`src/assert_macros.svh`:
```
// ----------------------------------------------------------------------------
// assert_macros.svh
// Concurrent assertion helpers; they compile away when SYNTHESIS is defined.
// ----------------------------------------------------------------------------
`ifndef ASSERT_MACROS_SVH
`define ASSERT_MACROS_SVH

`ifndef SYNTHESIS
// prop must hold at every clock edge outside reset
`define ASSERT_CLK(lbl, clk_sig, rst_n_sig, prop, msg) \
	lbl: assert property (@(posedge clk_sig) disable iff (!rst_n_sig) (prop)) \
		else $error(msg);
// expr must never be true at a clock edge outside reset
`define ASSERT_NEVER(lbl, clk_sig, rst_n_sig, expr, msg) \
	lbl: assert property (@(posedge clk_sig) disable iff (!rst_n_sig) !(expr)) \
		else $error(msg);
`else
`define ASSERT_CLK(lbl, clk_sig, rst_n_sig, prop, msg)
`define ASSERT_NEVER(lbl, clk_sig, rst_n_sig, expr, msg)
`endif

`endif

```
`src/afp_pkg.sv`:
```
// ----------------------------------------------------------------------------
// afp_pkg
// Frame codes, result codes and scaling constants of the FIFO frame parser.
// ----------------------------------------------------------------------------
package afp_pkg;

	typedef logic [2:0] kind_t;
	typedef logic [1:0] res_t;

	// frame kinds held while a frame is open
	localparam kind_t KIND_NONE = 3'd0;
	localparam kind_t KIND_DATA = 3'd1;
	localparam kind_t KIND_TIME = 3'd2;
	localparam kind_t KIND_CONF = 3'd3;
	localparam kind_t KIND_DROP = 3'd4;
	localparam kind_t KIND_SKIP = 3'd5;

	// result kinds
	localparam res_t RES_SAMPLE = 2'd0;
	localparam res_t RES_DROP   = 2'd1;
	localparam res_t RES_SKIP   = 2'd2;
	localparam res_t RES_END    = 2'd3;

	// header bytes
	localparam logic [7:0] HDR_MASK = 8'hFC;
	localparam logic [7:0] HDR_DATA = 8'h84;
	localparam logic [7:0] HDR_SKIP = 8'h40;
	localparam logic [7:0] HDR_TIME = 8'h44;
	localparam logic [7:0] HDR_CONF = 8'h48;
	localparam logic [7:0] HDR_DROP = 8'h50;

	// payload lengths in bytes
	localparam logic [2:0] LEN_DATA = 3'd6;
	localparam logic [2:0] LEN_TIME = 3'd3;
	localparam logic [2:0] LEN_ONE  = 3'd1;

	localparam logic [1:0] RANGE_RESET = 2'd1;

	// 3g * 9.80665 / 32768 in Q16 is 588399 * 2^range / 10000 per LSB;
	// 588399 = 58 * 10000 + 8399
	localparam int unsigned MUL_INT  = 58;
	localparam int unsigned MUL_FRAC = 8399;
	localparam int unsigned ROUND_ADD = 5000;
	// 10000 = 16 * 625; floor(y / 625) ~ (y * RECIP_625) >> RECIP_SHIFT
	localparam int unsigned DIV_ODD     = 625;
	localparam int unsigned RECIP_625   = 429496;
	localparam int unsigned RECIP_SHIFT = 28;

endpackage

```
`src/accel_fifo_frame_parser.sv`:
```
// ----------------------------------------------------------------------------
// accel_fifo_frame_parser
// Parses an accelerometer FIFO burst byte by byte and emits scaled samples.
// ----------------------------------------------------------------------------
// Input channel (in_valid/in_ready): one FIFO byte per request with
// burst_start marking the first byte of a burst. Output channel
// (out_valid/out_ready): one result per data, drop or leading skip frame,
// and one end result for an end or unknown header; axes are signed Q16
// m/s^2, zero unless result_kind is a sample; skip_count is zero unless
// the result is a skip count.
// Throughput: one byte per cycle while the output is not stalled. A
// result passes a frame parsing register and four stages of constant
// multiply, reciprocal divide by 10000 and sign.
// cfg_we writes the range code (reset 6g); write it only while idle.
// Reset clears the parser to the start of a burst and empties the pipe.
// When out_ready is low with a result waiting, the whole pipe holds and
// in_ready drops; no request is lost.
// ----------------------------------------------------------------------------
`include "assert_macros.svh"

module accel_fifo_frame_parser
	import afp_pkg::*;
(
	input  logic               clk,
	input  logic               arst_n,
	input  logic               cfg_we,
	input  logic [1:0]         cfg_wdata,
	input  logic               in_valid,
	output logic               in_ready,
	input  logic [7:0]         fifo_byte,
	input  logic               burst_start,
	output logic               out_valid,
	input  logic               out_ready,
	output logic [1:0]         result_kind,
	output logic signed [24:0] accel_x,
	output logic signed [24:0] accel_y,
	output logic signed [24:0] accel_z,
	output logic [7:0]         skip_count
);

	logic        adv;
	logic        accept;
	logic [1:0]  range_q;

	// parser state
	logic [2:0]  bytes_left_q;
	kind_t       frame_kind_q;
	logic [39:0] payload_q;
	logic        at_first_q;
	logic        stopped_q;

	logic [2:0]  bl_eff, bl_nx;
	kind_t       kind_eff, kind_nx;
	logic        first_eff, first_nx;
	logic        stop_eff, stop_nx;
	logic [39:0] pay_nx;
	logic [7:0]  hdr;
	logic        emit;
	res_t        emit_kind;

	// stage 1: parsed result
	logic        valid_s1;
	res_t        kind_s1;
	logic [7:0]  skip_s1;
	logic [15:0] raw_s1 [3];

	// stage 2: magnitude products
	logic        valid_s2;
	res_t        kind_s2;
	logic [7:0]  skip_s2;
	logic        neg_s2  [3];
	logic [20:0] base_s2 [3];
	logic [28:0] prod_s2 [3];

	// stage 3: reciprocal estimate
	logic        valid_s3;
	res_t        kind_s3;
	logic [7:0]  skip_s3;
	logic        neg_s3  [3];
	logic [23:0] base_s3 [3];
	logic [27:0] y_s3    [3];
	logic [18:0] q0_s3   [3];

	// stage 4: corrected quotient
	logic        valid_s4;
	res_t        kind_s4;
	logic [7:0]  skip_s4;
	logic        neg_s4  [3];
	logic [23:0] base_s4 [3];
	logic [18:0] q_s4    [3];

	// result register
	logic        out_valid_q;
	res_t        kind_q;
	logic [7:0]  skip_q;
	logic [24:0] acc_q [3];

	assign adv      = !out_valid_q || out_ready;
	assign in_ready = adv;
	assign accept   = in_valid && adv;

	always_ff @(posedge clk or negedge arst_n) begin
		if (!arst_n) begin
			range_q <= RANGE_RESET;
		end else if (cfg_we) begin
			range_q <= cfg_wdata;
		end
	end

	// ---------------- frame parser ----------------
	always_comb begin
		bl_eff    = burst_start ? 3'd0 : bytes_left_q;
		kind_eff  = burst_start ? KIND_NONE : frame_kind_q;
		first_eff = burst_start || at_first_q;
		stop_eff  = !burst_start && stopped_q;
		hdr       = fifo_byte & HDR_MASK;
		bl_nx     = bl_eff;
		kind_nx   = kind_eff;
		first_nx  = first_eff;
		stop_nx   = stop_eff;
		pay_nx    = payload_q;
		emit      = 1'b0;
		emit_kind = RES_END;
		if (!stop_eff) begin
			if (bl_eff == 3'd0) begin
				first_nx = 1'b0;
				if (first_eff && hdr == HDR_SKIP) begin
					kind_nx = KIND_SKIP;
					bl_nx   = LEN_ONE;
				end else if (hdr == HDR_DATA) begin
					kind_nx = KIND_DATA;
					bl_nx   = LEN_DATA;
				end else if (hdr == HDR_TIME) begin
					kind_nx = KIND_TIME;
					bl_nx   = LEN_TIME;
				end else if (hdr == HDR_CONF) begin
					kind_nx = KIND_CONF;
					bl_nx   = LEN_ONE;
				end else if (hdr == HDR_DROP) begin
					kind_nx = KIND_DROP;
					bl_nx   = LEN_ONE;
				end else begin
					kind_nx   = KIND_NONE;
					stop_nx   = 1'b1;
					emit      = 1'b1;
					emit_kind = RES_END;
				end
			end else begin
				if (kind_eff == KIND_DATA) begin
					case (bl_eff)
						3'd6: pay_nx[7:0]   = fifo_byte;
						3'd5: pay_nx[15:8]  = fifo_byte;
						3'd4: pay_nx[23:16] = fifo_byte;
						3'd3: pay_nx[31:24] = fifo_byte;
						3'd2: pay_nx[39:32] = fifo_byte;
						default: ;
					endcase
				end
				bl_nx = bl_eff - 3'd1;
				if (bl_nx == 3'd0) begin
					kind_nx = KIND_NONE;
					case (kind_eff)
						KIND_DATA: begin
							emit      = 1'b1;
							emit_kind = RES_SAMPLE;
						end
						KIND_DROP: begin
							emit      = 1'b1;
							emit_kind = RES_DROP;
						end
						KIND_SKIP: begin
							emit      = 1'b1;
							emit_kind = RES_SKIP;
						end
						default: ;
					endcase
				end
			end
		end
	end

	always_ff @(posedge clk or negedge arst_n) begin
		if (!arst_n) begin
			bytes_left_q <= 3'd0;
			frame_kind_q <= KIND_NONE;
			at_first_q   <= 1'b1;
			stopped_q    <= 1'b0;
		end else if (accept) begin
			bytes_left_q <= bl_nx;
			frame_kind_q <= kind_nx;
			at_first_q   <= first_nx;
			stopped_q    <= stop_nx;
		end
	end

	always_ff @(posedge clk) begin
		if (accept) begin
			payload_q <= pay_nx;
		end
	end

	// ---------------- pipeline valids ----------------
	always_ff @(posedge clk or negedge arst_n) begin
		if (!arst_n) begin
			valid_s1    <= 1'b0;
			valid_s2    <= 1'b0;
			valid_s3    <= 1'b0;
			valid_s4    <= 1'b0;
			out_valid_q <= 1'b0;
		end else if (adv) begin
			valid_s1    <= accept && emit;
			valid_s2    <= valid_s1;
			valid_s3    <= valid_s2;
			valid_s4    <= valid_s3;
			out_valid_q <= valid_s4;
		end
	end

	// ---------------- datapath ----------------
	always_ff @(posedge clk) begin
		if (adv) begin
			kind_s1   <= emit_kind;
			skip_s1   <= fifo_byte;
			raw_s1[0] <= payload_q[15:0];
			raw_s1[1] <= payload_q[31:16];
			raw_s1[2] <= {fifo_byte, payload_q[39:32]};
		end
	end

	always_ff @(posedge clk) begin
		logic [15:0] mag;
		if (adv) begin
			kind_s2 <= kind_s1;
			skip_s2 <= skip_s1;
			for (int i = 0; i < 3; i++) begin
				mag         = raw_s1[i][15] ? 16'(16'd0 - raw_s1[i]) : raw_s1[i];
				neg_s2[i]   <= raw_s1[i][15];
				base_s2[i]  <= 21'(21'(mag) * 21'(MUL_INT));
				prod_s2[i]  <= 29'(29'(mag) * 29'(MUL_FRAC));
			end
		end
	end

	always_ff @(posedge clk) begin
		logic [31:0] n;
		logic [46:0] t;
		if (adv) begin
			kind_s3 <= kind_s2;
			skip_s3 <= skip_s2;
			for (int i = 0; i < 3; i++) begin
				n          = (32'(prod_s2[i]) << range_q) + 32'(ROUND_ADD);
				t          = 47'(n[31:4]) * 47'(RECIP_625);
				neg_s3[i]  <= neg_s2[i];
				base_s3[i] <= 24'(base_s2[i]) << range_q;
				y_s3[i]    <= n[31:4];
				q0_s3[i]   <= t[46:RECIP_SHIFT];
			end
		end
	end

	always_ff @(posedge clk) begin
		logic [28:0] qm;
		logic [28:0] rem;
		if (adv) begin
			kind_s4 <= kind_s3;
			skip_s4 <= skip_s3;
			for (int i = 0; i < 3; i++) begin
				qm         = 29'(29'(q0_s3[i]) * 29'(DIV_ODD));
				rem        = {1'b0, y_s3[i]} - qm;
				neg_s4[i]  <= neg_s3[i];
				base_s4[i] <= base_s3[i];
				q_s4[i]    <= (rem >= 29'(DIV_ODD)) ? q0_s3[i] + 19'd1 : q0_s3[i];
			end
		end
	end

	always_ff @(posedge clk) begin
		logic [24:0] tot;
		if (adv) begin
			kind_q <= kind_s4;
			skip_q <= (kind_s4 == RES_SKIP) ? skip_s4 : 8'd0;
			for (int i = 0; i < 3; i++) begin
				tot = 25'(base_s4[i]) + 25'(q_s4[i]);
				if (kind_s4 != RES_SAMPLE) begin
					acc_q[i] <= 25'd0;
				end else begin
					acc_q[i] <= neg_s4[i] ? 25'(25'd0 - tot) : tot;
				end
			end
		end
	end

	assign out_valid   = out_valid_q;
	assign result_kind = kind_q;
	assign skip_count  = skip_q;
	assign accel_x     = signed'(acc_q[0]);
	assign accel_y     = signed'(acc_q[1]);
	assign accel_z     = signed'(acc_q[2]);

	// ---------------- assertions ----------------
	`ASSERT_CLK(a_stopped_silent, clk, arst_n,
		accept && stopped_q && !burst_start |=> !valid_s1,
		"result produced after end of burst")
	`ASSERT_CLK(a_kind_matches_count, clk, arst_n,
		(frame_kind_q == KIND_NONE) == (bytes_left_q == 3'd0),
		"frame kind and byte count disagree")
	`ASSERT_NEVER(a_count_range, clk, arst_n,
		bytes_left_q > LEN_DATA,
		"byte count out of range")
	`ASSERT_CLK(a_axes_zero, clk, arst_n,
		out_valid && result_kind != RES_SAMPLE |->
			accel_x == 25'sd0 && accel_y == 25'sd0 && accel_z == 25'sd0,
		"nonzero axes in non-sample result")
	`ASSERT_CLK(a_skip_zero, clk, arst_n,
		out_valid && result_kind != RES_SKIP |-> skip_count == 8'd0,
		"nonzero skip count in non-skip result")

endmodule

```
`config.mk`:
```
export PLATFORM = sky130hd
export DESIGN_NAME = accel_fifo_frame_parser
export DESIGN_NICKNAME = d
export VERILOG_FILES = /design/src/afp_pkg.sv /design/src/accel_fifo_frame_parser.sv
export VERILOG_INCLUDE_DIRS = /design/src /design/src/src
export SDC_FILE = /design/constraint.sdc
export NUM_CORES = 2
export LEC_CHECK = 0
export BUFFER_PORTS_ARGS = -buffer_cell sky130_fd_sc_hd__buf_2
export CAP_MARGIN = 30
export CORE_MARGIN = 3
export CORE_UTILIZATION = 55
export CTS_CLUSTER_SIZE = 40
export DETAILED_ROUTE_END_ITERATION = 7
export GPL_TIMING_DRIVEN = 0
export PLACE_DENSITY_LB_ADDON = 0.08
export SYNTH_ARGS = -nofsm -noshare
export SYNTH_HDL_FRONTEND = slang
export SYNTH_SLANG_ARGS = --single-unit
```
`constraint.sdc`:
```
create_clock -name clk -period 19.8 [get_ports clk]
set_input_delay 3.96 -clock clk [delete_from_list [all_inputs] [get_ports clk]]
set_output_delay 3.96 -clock clk [all_outputs]
set_load 0.01 [all_outputs]
```
==> results.txt <==
The run finished with clean final reports. The average wire per cell in the routed design is 19.9 um. The largest single stage delay on the critical path is a little over 0.8 ns. The clock tree buffer depth came out at 3. For this run, the post-layout net count is 10500. The ratio of routed vias to standard cells came out at 5.51. The kind of capture point of the worst setup path is a flip-flop. The post-synthesis instance total came out at roughly 8000. The wire length after detailed routing is between 200000 and 250000 um. Derived from the worst setup path, the maximum achievable clock frequency is between 90 and 100 MHz.

The total area inside the core boundary comes to roughly 150000 sq um. The required time of the critical path is roughly 20 ns. Setup repair after global routing left no endpoint under its margin. The share of final-layout standard cells stronger than drive strength 1 came out at 0.0610. The worst setup path is launched from a flip-flop.

Yosys mapped a number of flops with a built-in enable equal to 691. The worst-margin pin slew came out at ~1.1 ns. Yosys printed 0 warnings. The storage element area is 21100 sq um. The number of DRC violations after detailed-routing iteration 0 is 3748.

The post-detailed-route count of antenna-violating nets came out at 0. The number of post-CTS setup repair buffers is 0. The number of sinks on the clock net came out at a little over 700.

By area the synthesized netlist is led by edfxtp_1, fa_1, ha_1. The worst hold-check path type is flip-flop to flip-flop. The routability congestion estimate from global placement is 0.955. The final count of hold timing violations is 0.

Clock tree synthesis inserted a total of 81 buffers. The post-route DRC violation count came out at 0. The initial antenna violation count came to 11. The aggregate global-route resource usage came out at 0.261. The maximum number of pins on one net before global-route repair is around 140. The final setup skew is approximately 0.035 ns.

The first-pass detailed-route iteration total is 6. During placement, the flow inserted port buffers numbering between 100 and 150. CTS placed an instance of clkbuf_16 at the clock tree root. The number of global-route vias before repair came out at about 58000.

The library cell used most frequently in the layout, excluding fill and tap cells, is inv_1. The synthesized net count is around 10000. The count of hold buffers inserted by post-cts repair came out at 0. The clock-pin slew on the worst setup and hold paths came out at 0.07 ns. For the worst-skew pair, the clock arrives at the later sink with an insertion delay of 0.68 ns. The biggest area contributor in the post-synthesis netlist is edfxtp_1. Relative to the synthesized area, the layout overhead comes to 7.36%. The wire-length estimate of the detail-placed layout is ~180000 um. The largest driver fanout on the critical path came out at 10. The portion of the clock cycle consumed by the worst path in the final layout is 0.554. The leftover overflow at the end of global routing came out at 0. In the final layout, the multi-input gates occupy around 57000 sq um. The full die area is 161000 sq um. The final-layout fill cell count came out at between 10000 and 15000.

The relative slew slack came out at 0.289. The setup path with the least slack is of type flip-flop to flip-flop. Measured along the x axis, the die boundary spans 401 um. The share of the Yosys chip area taken by registers is 0.246.

The proportion of register bits with asynchronous set or reset after synthesis is 0.0212. The number of maximum-capacitance violations came out at 0. The signal arrival time at the worst endpoint came out at ~11 ns. The predominant post-synthesis flop cell is edfxtp_1.

The number of primary I/O pins is approximately 100. TritonCTS built the clock tree. The effective utilization at floorplan is 0.556. The top cell types in the final layout, fill and taps aside, are inv_1, ha_1, fa_1.

The synthesized design contains 706 register bits. The number of core rows came out at roughly 140. The post-cts sizing count is 0.

The shortest clock period the worst path allows after layout is 10.98 ns. The final setup violation count is 0. The sum of negative setup slack is 0 ns.

Counting stages on the worst path, the most repeated cell is fa_1. The overall die height came out at around 400 um. The level count of the clock H-tree came out at 3. On the critical path, the stage with the largest delay is an instance of xor2_1. The overall via count from detail_route came out at around 57000. The post-synthesis average cell area is around 11 sq um. The final max-slew violation count came to 0. The area fraction of the dominant cell type after synthesis came out at 0.241. The global-route wire length before repair came out at ~330000 um.

The synthesized netlist occupies a cell area of roughly 86000 sq um. The number of unique standard cell types used by synthesis came out at approximately 130.
## per-stage QoR
| step | hold WS (ns) | worst slack (ns) | instance area, sq um | std cells | utilization |
|---|---|---|---|---|---|
| floorplan | 0.400 | 0.485 | 86000 | 8010 | - |
| global placement | 0.401 | -5.61 | 89000 | 10200 | 0.575 |
| detailed placement | 0.405 | 8.84 | 89600 | 10200 | 0.579 |
| CTS | 0.408 | 8.76 | 92200 | 10400 | 0.596 |
| global route | 0.419 | 8.29 | 92300 | 10400 | 0.596 |
| finish | 0.412 | 8.82 | 92300 | 10400 | 0.596 |
## registers in the layout, summed over array words and instances, names as in the netlist, 3 cells and up
name          flops
y_s3             84
raw_s1           40
acc_q            75
skip_count        8
base_s3          69
skip_s3           8
skip_s4           8
payload_q        40
skip_s1           8
prod_s2          87
frame_kind_q      3
bytes_left_q      3
q0_s3            57
skip_s2           8
base_s4          69
q_s4             57
base_s2          57
## cell usage after synthesis, drive strengths merged (80+ instances only)
master / count
nor2: 320
a21oi: 328
nand3: 112
xnor2: 403
mux4: 81
edfxtp: 691
fa: 996
ha: 1252
nand2: 285
mux2i: 80
nor3: 99
inv: 1840
a21o: 114
o21ai: 202
xor2: 170
## metal layers
metal	vias to the layer above	share of wire	wire length [um]	GRT usage
met5	-	0	0	0
met2	1374	0.44	91600	0.403
met1	28200	0.48	98200	0.391
li1	27300	-	-	-
met4	0	0.026	5310	0.0655
met3	216	0.055	11500	0.0312
## area by class of cell
| type | instances | area share |
|---|---|---|
| Buffer | 96 | 0.00611 |
| Multi-Input combinational cell | 5368 | 0.622 |
| Antenna cell | 4 | 0.000108 |
| Tap cell | 2044 | 0.0277 |
| Clock inverter | 53 | 0.00590 |
| Sequential cell | 706 | 0.229 |
| Clock buffer | 94 | 0.0226 |
| Inverter | 1840 | 0.0749 |
| Timing Repair Buffer | 158 | 0.0120 |
## cells by family (layout without fill, tap and decap cells)
| logic type | after synthesis | count (layout) | synth area share |
|---|---|---|---|
| adders and majority gates | 2248 | 2248 | 0.414 |
| DFF | 706 | 706 | 0.246 |
| xor gates and xnor gates | 573 | 573 | 0.0592 |
| and+or+nand+nor | 1282 | 1282 | 0.0761 |
| AOI/OAI and AO/OA | 1083 | 1083 | 0.0832 |
| other | 0 | 4 | 0 |
| muxes | 182 | 182 | 0.0347 |
| buffers and inverters | 1936 | 2241 | 0.0869 |
## worst max-delay path, delay by kind of cell, from the launching register on
family / cells / cell delay [ns]
buffers and inverters: 12 / 2.71
adders and majority gates: 7 / 3.19
DFF: 1 / 0.32
AOI/OAI and AO/OA: 11 / 2.79
xor gates and xnor gates: 2 / 1.00
and+or+nand+nor: 5 / 0.63
## worst paths after layout
path	from	end	slack, ns	cells past startpoint
min	payload_q[29]	raw_s1[0][29]	0.41	0
max reg2reg	range_q[1]	q0_s3[0][37]	8.82	37
max in group asynchronous	arst_n	at_first_q	16.17	1
min in group asynchronous	arst_n	range_q[1]	3.26	1
max	range_q[1]	q0_s3[0][37]	8.82	37
min reg2reg	payload_q[29]	raw_s1[0][29]	0.41	0
Power is not shown: default switching activity piles up to over one toggle a cycle in this logic, so the estimate is an artifact.
